--- src/sv/plk_pkg.sv ---
// Shared types, character codes and defaults for the pump link frame checker.
// No dependencies; every other source file but the macro header imports it.
package plk_pkg;

  localparam int unsigned MAX_FRAME_DEF = 256;
  localparam logic [19:0] GAP_LIMIT_RST = 20'(1193 * 25);

  localparam int unsigned IN_W  = 48;
  localparam int unsigned OUT_W = 48;

  localparam logic [7:0] CH_STAR    = 8'h2A;
  localparam logic [7:0] CH_CR      = 8'h0D;
  localparam logic [7:0] CH_T       = 8'h54;
  localparam logic [7:0] CH_F       = 8'h46;
  localparam logic [7:0] CH_BANG    = 8'h21;
  localparam logic [7:0] CH_ONE     = 8'h31;
  localparam logic [7:0] CH_AT      = 8'h40;
  localparam logic [7:0] CH_A       = 8'h41;
  localparam logic [7:0] CH_H       = 8'h48;
  localparam logic [7:0] DIGIT_BASE = 8'h30;
  localparam logic [7:0] LRC_MASK   = 8'h3F;
  localparam logic [7:0] LRC_BASE   = 8'h30;
  localparam logic [7:0] NOZ_BASE   = 8'h3B;
  localparam logic [7:0] NOZ_END    = 8'h80;

  typedef enum logic [2:0] {
    ST_OK         = 3'd0,
    ST_SHORT      = 3'd1,
    ST_LRC_BAD    = 3'd2,
    ST_BAD_DIR    = 3'd3,
    ST_BAD_PUMP   = 3'd4,
    ST_BAD_PREPAY = 3'd5,
    ST_TOO_LONG   = 3'd6
  } status_t;

  typedef enum logic [1:0] {
    END_CR   = 2'd0,
    END_GAP  = 2'd1,
    END_CHAN = 2'd2
  } cause_t;

  // Frame state handed from the tracker to the decoder when a frame ends
  typedef struct packed {
    logic            fire;
    cause_t          cause;
    logic            overflowed;
    logic [7:0]      lrc_sum;
    logic [7:0]      prev_byte;
    logic [4:0][7:0] hdr;
  } snap_t;

  typedef struct packed {
    logic [8:0] payload_length;
    logic [1:0] hose_number;
    logic [3:0] nozzle_flags;
    logic       nozzle_valid;
    logic [7:0] command_code;
    logic [7:0] lockout_code;
    logic       prepay;
    logic [4:0] pump_number;
    logic       is_master;
    cause_t     end_cause;
    status_t    frame_status;
  } result_t;

endpackage

--- src/sv/pump_link_frame_checker_core.sv ---
// An item taken into the input register that ends a frame loads the result register behind out_*.
// Throughput: one item per cycle; a stall on the result side holds only items
// that end a frame, set by the single result register.
// Reset (rst_n low, synchronous): both stages empty, hunting for a start mark,
// gap limit back to 29825 ticks. Header bytes need no reset.
// Depends on plk_pkg, plk_tracker and plk_decode.
module pump_link_frame_checker_core #(
  parameter int unsigned MAX_FRAME = plk_pkg::MAX_FRAME_DEF
) (
  input  logic                      clk,
  input  logic                      rst_n,
  input  logic                      in_tvalid,
  output logic                      in_tready,
  // [7:0] data_byte, [15:8] channel, [47:16] time_ticks
  input  logic [plk_pkg::IN_W-1:0]  in_tdata,
  output logic                      out_tvalid,
  input  logic                      out_tready,
  // [2:0] frame_status, [4:3] end_cause, [5] is_master, [10:6] pump_number,
  // [11] prepay, [19:12] lockout_code, [27:20] command_code, [28] nozzle_valid,
  // [32:29] nozzle_flags, [34:33] hose_number, [43:35] payload_length, [47:44] 0
  output logic [plk_pkg::OUT_W-1:0] out_tdata,
  input  logic                      cfg_valid,
  output logic                      cfg_ready,
  input  logic [19:0]               cfg_data
);
  import plk_pkg::*;

  localparam int unsigned FLW = $clog2(MAX_FRAME + 1);

  logic              in_vld_r;
  logic [IN_W-1:0]   in_data_r;
  logic              out_vld_r;
  logic [OUT_W-1:0]  out_data_r;
  logic [19:0]       gap_limit_r;

  snap_t             snap;
  logic [FLW-1:0]    frame_len;
  result_t           res;
  logic              out_free, advance;

  assign cfg_ready  = 1'b1;
  assign out_free   = !out_vld_r || out_tready;
  assign advance    = in_vld_r && (!snap.fire || out_free);
  assign in_tready  = !in_vld_r || advance;
  assign out_tvalid = out_vld_r;
  assign out_tdata  = out_data_r;

  plk_tracker #(.MAX_FRAME(MAX_FRAME)) u_tracker (
    .clk        (clk),
    .rst_n      (rst_n),
    .step       (advance),
    .data_byte  (in_data_r[7:0]),
    .channel    (in_data_r[15:8]),
    .time_ticks (in_data_r[47:16]),
    .gap_limit  (gap_limit_r),
    .snap       (snap),
    .frame_len  (frame_len)
  );

  plk_decode #(.MAX_FRAME(MAX_FRAME)) u_decode (
    .snap      (snap),
    .frame_len (frame_len),
    .res       (res)
  );

  always_ff @(posedge clk) begin
    if (!rst_n) begin
      gap_limit_r <= GAP_LIMIT_RST;
    end else if (cfg_valid && cfg_ready) begin
      gap_limit_r <= cfg_data;
    end
  end

  always_ff @(posedge clk) begin
    if (!rst_n) begin
      in_vld_r <= 1'b0;
    end else if (in_tready) begin
      in_vld_r <= in_tvalid;
    end
  end

  always_ff @(posedge clk) begin
    if (in_tvalid && in_tready) begin
      in_data_r <= in_tdata;
    end
  end

  always_ff @(posedge clk) begin
    if (!rst_n) begin
      out_vld_r <= 1'b0;
    end else if (advance && snap.fire) begin
      out_vld_r <= 1'b1;
    end else if (out_tready) begin
      out_vld_r <= 1'b0;
    end
  end

  always_ff @(posedge clk) begin
    if (advance && snap.fire) begin
      out_data_r <= {4'd0, res.payload_length, res.hose_number, res.nozzle_flags,
                     res.nozzle_valid, res.command_code, res.lockout_code,
                     res.prepay, res.pump_number, res.is_master, res.end_cause,
                     res.frame_status};
    end
  end

endmodule

--- src/sv/plk_tracker.sv ---
// Frame tracker: hunt for the start mark, detect frame breaks, gather the
// header and running LRC sum. Depends on plk_pkg.
module plk_tracker #(
  parameter int unsigned MAX_FRAME = plk_pkg::MAX_FRAME_DEF,
  localparam int unsigned FLW = $clog2(MAX_FRAME + 1)
) (
  input  logic                clk,
  input  logic                rst_n,
  input  logic                step,
  input  logic [7:0]          data_byte,
  input  logic [7:0]          channel,
  input  logic [31:0]         time_ticks,
  input  logic [19:0]         gap_limit,
  output plk_pkg::snap_t      snap,
  output logic [FLW-1:0]      frame_len
);
  import plk_pkg::*;

  logic            in_frame_r, in_frame_nxt;
  logic [7:0]      cur_channel_r, cur_channel_nxt;
  logic [31:0]     last_stamp_r, last_stamp_nxt;
  logic [FLW-1:0]  frame_len_r, frame_len_nxt;
  logic [7:0]      lrc_sum_r, lrc_sum_nxt;
  logic [7:0]      prev_byte_r, prev_byte_nxt;
  logic            overflowed_r, overflowed_nxt;
  logic [4:0][7:0] hdr_r;

  logic [31:0] gap;
  logic        brk_chan, brk_gap, is_cr, do_hunt, do_app, full, hdr_we;
  logic [2:0]  hdr_idx;

  always_comb begin
    gap      = time_ticks - last_stamp_r;
    brk_chan = in_frame_r && (channel != cur_channel_r);
    brk_gap  = in_frame_r && !brk_chan && (gap > {12'd0, gap_limit});
    is_cr    = in_frame_r && !brk_chan && !brk_gap && (data_byte == CH_CR);
    do_hunt  = !in_frame_r || brk_chan || brk_gap;
    do_app   = in_frame_r && !brk_chan && !brk_gap && !is_cr;
    full     = frame_len_r >= FLW'(MAX_FRAME);
    hdr_idx  = 3'(frame_len_r - FLW'(1));
    hdr_we   = do_app && !full && (frame_len_r >= FLW'(1)) && (frame_len_r <= FLW'(5));

    in_frame_nxt    = in_frame_r;
    cur_channel_nxt = cur_channel_r;
    last_stamp_nxt  = last_stamp_r;
    frame_len_nxt   = frame_len_r;
    lrc_sum_nxt     = lrc_sum_r;
    prev_byte_nxt   = prev_byte_r;
    overflowed_nxt  = overflowed_r;

    if (do_hunt) begin
      // restart the hunt at this byte
      cur_channel_nxt = channel;
      last_stamp_nxt  = time_ticks;
      in_frame_nxt    = (data_byte == CH_STAR);
      if (data_byte == CH_STAR) begin
        frame_len_nxt  = FLW'(1);
        lrc_sum_nxt    = '0;
        overflowed_nxt = 1'b0;
        prev_byte_nxt  = data_byte;
      end
    end else if (is_cr) begin
      last_stamp_nxt = time_ticks;
      in_frame_nxt   = 1'b0;
    end else begin
      last_stamp_nxt = time_ticks;
      if (full) begin
        // drop the byte, mark the frame too long
        overflowed_nxt = 1'b1;
      end else begin
        if (frame_len_r >= FLW'(2)) begin
          lrc_sum_nxt = lrc_sum_r + data_byte;
        end
        prev_byte_nxt = data_byte;
        frame_len_nxt = frame_len_r + FLW'(1);
      end
    end

    snap.fire       = brk_chan || brk_gap || is_cr;
    snap.cause      = brk_chan ? END_CHAN : (brk_gap ? END_GAP : END_CR);
    snap.overflowed = overflowed_r;
    snap.lrc_sum    = lrc_sum_r;
    snap.prev_byte  = prev_byte_r;
    snap.hdr        = hdr_r;
    frame_len       = frame_len_r;
  end

  always_ff @(posedge clk) begin
    if (!rst_n) begin
      in_frame_r    <= 1'b0;
      cur_channel_r <= '0;
      last_stamp_r  <= '0;
      frame_len_r   <= '0;
      lrc_sum_r     <= '0;
      prev_byte_r   <= '0;
      overflowed_r  <= 1'b0;
    end else if (step) begin
      in_frame_r    <= in_frame_nxt;
      cur_channel_r <= cur_channel_nxt;
      last_stamp_r  <= last_stamp_nxt;
      frame_len_r   <= frame_len_nxt;
      lrc_sum_r     <= lrc_sum_nxt;
      prev_byte_r   <= prev_byte_nxt;
      overflowed_r  <= overflowed_nxt;
    end
  end

  always_ff @(posedge clk) begin
    if (step && hdr_we) begin
      hdr_r[hdr_idx] <= data_byte;
    end
  end

endmodule

--- src/sv/plk_decode.sv ---
// Frame decoder: LRC check and header field decoding of a finished frame.
// Depends on plk_pkg.
module plk_decode #(
  parameter int unsigned MAX_FRAME = plk_pkg::MAX_FRAME_DEF,
  localparam int unsigned FLW = $clog2(MAX_FRAME + 1)
) (
  input  plk_pkg::snap_t   snap,
  input  logic [FLW-1:0]   frame_len,
  output plk_pkg::result_t res
);
  import plk_pkg::*;

  logic [7:0] sum, lrc, pp_byte, nz, v;
  logic       dir_t, dir_f, pump_ok, pp_ok;
  logic [4:0] pump;
  logic [8:0] pay_master, pay_reply;

  always_comb begin
    sum     = snap.lrc_sum - snap.prev_byte;
    lrc     = (~sum & LRC_MASK) + LRC_BASE;
    dir_t   = snap.hdr[0] == CH_T;
    dir_f   = snap.hdr[0] == CH_F;
    pump_ok = (snap.hdr[1] == CH_BANG) ||
              ((snap.hdr[1] >= CH_ONE) && (snap.hdr[1] <= CH_AT));
    pump    = (snap.hdr[1] == CH_BANG) ? 5'd0 : 5'(snap.hdr[1] - DIGIT_BASE);
    pp_byte = dir_t ? snap.hdr[2] : snap.hdr[4];
    pp_ok   = (pp_byte == CH_A) || (pp_byte == CH_H);
    nz      = snap.hdr[2];
    v       = nz - NOZ_BASE;
    pay_master = 9'(frame_len - FLW'(7));
    pay_reply  = (frame_len >= FLW'(8)) ? 9'(frame_len - FLW'(8)) : 9'd0;

    res           = '0;
    res.end_cause = snap.cause;

    priority if (snap.overflowed) begin
      res.frame_status = ST_TOO_LONG;
    end else if (frame_len < FLW'(7)) begin
      res.frame_status = ST_SHORT;
    end else if (lrc != snap.prev_byte) begin
      res.frame_status = ST_LRC_BAD;
    end else if (!dir_t && !dir_f) begin
      res.frame_status = ST_BAD_DIR;
    end else if (!pump_ok) begin
      res.frame_status = ST_BAD_PUMP;
      res.is_master    = dir_t;
    end else if (!pp_ok) begin
      res.frame_status = ST_BAD_PREPAY;
      res.is_master    = dir_t;
      res.pump_number  = pump;
    end else begin
      res.frame_status = ST_OK;
      res.is_master    = dir_t;
      res.pump_number  = pump;
      res.prepay       = pp_byte == CH_H;
      if (dir_t) begin
        res.lockout_code   = snap.hdr[3];
        res.command_code   = snap.hdr[4];
        res.payload_length = pay_master;
      end else begin
        res.lockout_code   = snap.hdr[4];
        res.command_code   = snap.hdr[3];
        res.payload_length = pay_reply;
        if ((nz >= NOZ_BASE) && (nz < NOZ_END)) begin
          res.nozzle_valid = 1'b1;
          res.nozzle_flags = {v[5], v[2:0]};
          res.hose_number  = ~v[4:3];
        end
      end
    end
  end

endmodule

--- config.mk ---
export PLATFORM = sky130hd
export DESIGN_NAME = pump_link_frame_checker_core
export DESIGN_NICKNAME = d
export VERILOG_FILES = /design/src/sv/plk_pkg.sv /design/src/sv/pump_link_frame_checker_core.sv /design/src/sv/plk_tracker.sv /design/src/sv/plk_decode.sv
export SDC_FILE = /design/constraint.sdc
export NUM_CORES = 1
export LEC_CHECK = 0
export ABC_AREA = 0
export BUFFER_PORTS_ARGS = -buffer_cell sky130_fd_sc_hd__buf_4
export CAP_MARGIN = 20
export CORE_MARGIN = 5
export CORE_UTILIZATION = 35
export DETAILED_ROUTE_END_ITERATION = 10
export MAX_ROUTING_LAYER = met4
export PLACE_DENSITY_LB_ADDON = 0.08
export SYNTH_ARGS = -nofsm -noshare
export SYNTH_HDL_FRONTEND = slang
export SYNTH_HIERARCHICAL = 1
export SYNTH_SLANG_ARGS = --single-unit
--- constraint.sdc ---
create_clock -name clk -period 6.5 [get_ports clk]
set_input_delay 0.975 -clock clk [delete_from_list [all_inputs] [get_ports clk]]
set_output_delay 0.975 -clock clk [all_outputs]
set_load 0.01 [all_outputs]
# Word level (Yosys, flattened, before mapping)
# Cells that the tools add are included.
op_classes:
  n_reduce_logical: 50
  muxes: 35
  n_eq_ne: 12
  n_addsub: 10
  n_bitwise: 5
  n_lt_le_gt_ge: 13
ops:
  columns: ["operator", "count"]
  rows:
  - ["$mux 8", 11]
  - ["$mux 9", 6]
  - ["$bwmux 40", 1]
  - ["$eq 8x7->1 const B", 4]
  - ["$gt 32x20->1", 1]
  - ["$sub 32x32->32", 1]
  - ["$demux 8 s3", 1]
  - ["$logic_and 1x1->1", 17]
  - ["$eq 8x6->1 const B", 2]
  - ["$ge 8x6->1 const B", 2]
  - ["$mux 16", 1]
  - ["$mux 3", 5]
  - ["$reduce_or 6->1", 2]
  - ["$logic_not 1->1", 10]
  - ["$mux 1", 10]
  - ["$add 9x1->9 const B", 1]
  - ["$ge 9x1->1 const B", 1]
  - ["$ge 9x2->1 const B", 1]
  - ["$ge 9x4->1 const B", 1]
  - ["$ge 9x9->1 const B", 1]
  - ["$le 9x3->1 const B", 1]
  - ["$logic_or 1x1->1", 9]
  - ["$lt 9x3->1 const B", 1]
  - ["$sub 9x3->9 const B", 1]
  - ["other kinds (26)", 34]
word_totals:
  inputBits: 73
  elab_cells: 148
  out_inout_bits: 51
  register_bits: 221

# Logic depth before layout (Yosys ltp)
depth:
  word_depth: 14
  depth_mapped: 28
  depth_no_buf: 27

# Hierarchy
# Netlist, hierarchy kept.
by_module_without_submodules:
  columns: ["module", "cells_each", "area_per_inst_um2", "n_inst", "seq_area_each_um2"]
  rows:
  - ["plk_tracker", 775, 7069.3, 1, 2542.4]
  - ["pump_link_frame_checker_core", 175, 3649.8, 1, 3203.1]
  - ["plk_decode", 195, 1465.2, 1, 0.0]

# Worst setup path after synthesis
# Ideal clock, no wire load.
synth_path:
  path_type: "reg2reg"
  startpoint: "register in_data_r[16]"
  endpoint: "register u_tracker.hdr_r, in the netlist u_tracker/snap[10] (enable)"
  setup_slack_ps: 479
  path_stages_with_launch: 27
  t_arrival_ps: 5636
  path_buffers: 1
  required_ps: 6115
  synth_period_minus_slack_ps: 6021
  setup_time_ps: 385
  cell_sequence: "edfxtp_1 -> inv_1 -> ha_1 -> inv_1 -> fa_1 -> a211oi_1 -> o21a_2 -> o221a_2 -> nor3_1 -> nor2_1 -> o21ai_0 -> xor2_1 -> ha_1 -> a21o_1 -> a21oi_1 -> o31ai_1 -> o31a_1 -> nor4_1 -> o2111ai_1 -> nor4b_1 -> a31oi_1 -> a21boi_0 -> clkbuf_1 -> nand2_1 -> nor2_1 -> nand3_1 -> nor3b_1"
synth_lines:
  columns: ["item", "line_no", "rtl"]
  rows:
  - ["from (decl)", "pump_link_frame_checker_core.sv:31", "logic [IN_W-1:0] in_data_r;"]
  - ["from (signal assigned)", "pump_link_frame_checker_core.sv:84", "in_data_r <= in_tdata;"]
  - ["to (signal, indexed assignment)", "plk_tracker.sv:110", "hdr_r[hdr_idx] <= data_byte;"]
  - ["to (decl)", "plk_tracker.sv:26", "logic [4:0][7:0] hdr_r;"]

==> results.json <==
{
  "fin_skew_ps": 11.6,
  "clk_latency_ps": 540,
  "dp.cells": 1667,
  "rows": 68,
  "place_hpwl_um": 21000,
  "setup_viol": 0,
  "clkSinkCount": 219,
  "crit_path_start_kind": "flip-flop",
  "dr.pass1.iters": 5,
  "worst_pin_slew_ps": 861,
  "finalHoldViolCount": 0,
  "core_um2": 34300,
  "ant_nets": 0,
  "drc": 0,
  "cp.required_ps": 5520,
  "cp-end-kind": "primary output",
  "holdBufCountCts": 0,
  "worstSetupPathType": "reg2out",
  "port_buffers": 118,
  "clock-root-buffer": "clkbuf_16",
  "drt-total-wl_um": 27900,
  "cap_violations": 0,
  "drive_above_1_share_pct": 16.4,
  "die_width_um": 196,
  "r2r_start": "in_data_r[16]$_DFFE_PP_",
  "yosysWarningCount": 6,
  "grtUsageTotal_pct": 14.6,
  "min_to": "u_tracker/prev_byte_r[4]$_SDFFE_PN0P_",
  "hold_class": "reg2reg",
  "pwr_density_cell_nw_per_um2": 240,
  "holdWs_ps": 461,
  "io_pins": 124,
  "fmax_mhz": 165,
  "clkSlewWorstSetupHoldPaths_ps": 60,
  "rsz0062_at_grt": "no",
  "area_growth_pct": 18.0,
  "finalMaxSlewViolations": 0,
  "finalCritPeriodShare_pct": 93.0,
  "hold_depth": 2,
  "cts_max_path_buffers": 3,
  "peakVddDrop_mv": 0.175,
  "overflow": 0,
  "p_total_mw": 3.42,
  "relSlewSlack_pct": 41.8,
  "vias": 8465,
  "cp_max_fo": 4,
  "avgSynthCellArea_um2": 10.7,
  "via_per_inst": 4.93,
  "initial_core_util_pct": 35.1,
  "drt_iter0_markers": 371,
  "final_cells": 1717,
  "numCtsBuffers": 26,
  "cts_tree": "done",
  "tns_ps": 0,
  "grt_pass1_wl_um": 45000,
  "die_area_um2": 38200,
  "routabilityCongestion": 0.824,
  "grt_pass1_vias": 8425,
  "power.leakage_nw": 5.47,
  "arrival_ps": 5070,
  "layout.nets": 1390,
  "status": "complete, no violations",
  "grt_max_degree": 64,
  "die_h_um": 196,
  "syn_inst": 1129,
  "wl_per_cell_um": 16.2,
  "ff2ff_setup_slack_ps": 800,
  "h-tree-depth": 1,
  "hold_start": "u_tracker/prev_byte_r[4]$_SDFFE_PN0P_",
  "period_needed_ps": 6040,
  "reg2regPathDepth": 26,
  "antenna_found_initial": 0,
  "r2r-end": "u_tracker/snap[13]$_DFFE_PP_",
  "antennaDiodeCount": 0,
  "netlist_area_um2": 12000
}
[routing by layer]
metal | up-vias | global-route usage, % | part of all wire, % | wire length, µm
met5 | - | - | 0 | 0
met4 | 0 | 3.57 | 2.5 | 705
met3 | 45 | 2.04 | 3.5 | 966
met2 | 161 | 25.7 | 50 | 14100
met1 | 3966 | 17.8 | 44 | 12200
li1 | 4293 | - | - | -
[state kept, by name (all words and copies together) (netlist names)]
name and cells:
in_vld_r 1, u_tracker/last_stamp_r 32, u_tracker/prev_byte_r 8, u_tracker/overflowed_r 1, u_tracker/cur_channel_r 8, u_tracker/frame_len 9, gap_limit_r 20, out_tvalid 1
u_tracker/lrc_sum_r 6, u_tracker/in_frame_r 1, u_tracker/snap 40, in_data_r 48, out_tdata 44
[cell usage in the layout, fill, tap and decap left out, types with 5 or more instances in the layout]
cell       instances
xor2_1            25
nor4_2             5
nand3b_1           6
nand2_1           84
a22oi_1            5
a22o_1             5
nand3_1           27
inv_1             74
dfxtp_1           87
ha_1              72
and3_1             6
mux2i_1           95
clkinv_2           6
xnor2_1           34
nor3_1            40
nand4_1           18
and2_1             8
nor2b_1           59
nand4b_1           9
o21ai_0           28
edfxtp_1         132
o21a_1             8
buf_4            134
a211oi_1           8
clkbuf_1          10
nand2b_1           7
nor4_1            10
conb_1             5
a21o_1            18
clkbuf_16         26
a21oi_1           54
a21boi_0           5
nor2_1            48
o211ai_1          12
[critical path: stages (launching register included)]
cell	delay [ps]
edfxtp_1	380
inv_1	70
ha_1	150
inv_1	50
fa_1	420
a211oi_2	200
o21a_2	190
o221a_2	250
nor3_1	60
nor2_1	140
o21ai_0	130
xor2_1	160
ha_1	310
a21o_1	170
a21oi_1	180
o31ai_1	90
o31a_1	340
nor4_4	200
o2111ai_2	200
nor4b_4	340
a31oi_2	170
nand4b_1	190
buf_4	150
[power breakdown]
group          internal (mW)  switching (mW)
clock network          0.784           0.549
registers               1.52          0.0381
logic                  0.230           0.296
total                   2.53           0.884
[cell type report]
class / count / area, µm²
timing repair buffer: 136 / 1040
multi-input combinational: 785 / 5830
sequential: 219 / 5710
fill: 3353 / 20100
clock buffer: 40 / 743
tap: 455 / 569
clock inverter: 8 / 50.0
inverter: 74 / 278
[worst max-delay path by stage]
| stage | from | to | slack, ps | depth (start not counted) |
|---|---|---|---|---|
| 2_1_floorplan | in_data_r[16]$_DFFE_PP_ | u_tracker/snap[10]$_DFFE_PP_ | 490 | 26 |
| 3_3_place_gp | in_data_r[16]$_DFFE_PP_ | u_tracker/snap[9]$_DFFE_PP_ | 440 | 26 |
| 3_5_place_dp | in_data_r[16]$_DFFE_PP_ | u_tracker/snap[10]$_DFFE_PP_ | 340 | 26 |
| 4_1_cts | in_data_r[16]$_DFFE_PP_ | in_tready | 40 | 22 |
| 5_1_grt | in_data_r[16]$_DFFE_PP_ | in_tready | 50 | 22 |
| 6_report | in_data_r[16]$_DFFE_PP_ | in_tready | 460 | 22 |
[timing repair]
action	CTS	global route
resized for setup	1	7
buffers inserted	0	1
setup endpoints to repair	1	9
pin swaps	0	4
[through the flow]
stage | utilization (%) | setup WS (ps) | instance area (µm²)
2_1_floorplan | - | 493 | 12100
3_3_place_gp | 38.9 | 444 | 13400
3_5_place_dp | 38.9 | 341 | 13400
4_1_cts | 41.3 | 40.4 | 14100
5_1_grt | 41.5 | 48.9 | 14200
6_report | 41.5 | 457 | 14200
No activity file was read; power rests on OpenSTA's default activity.
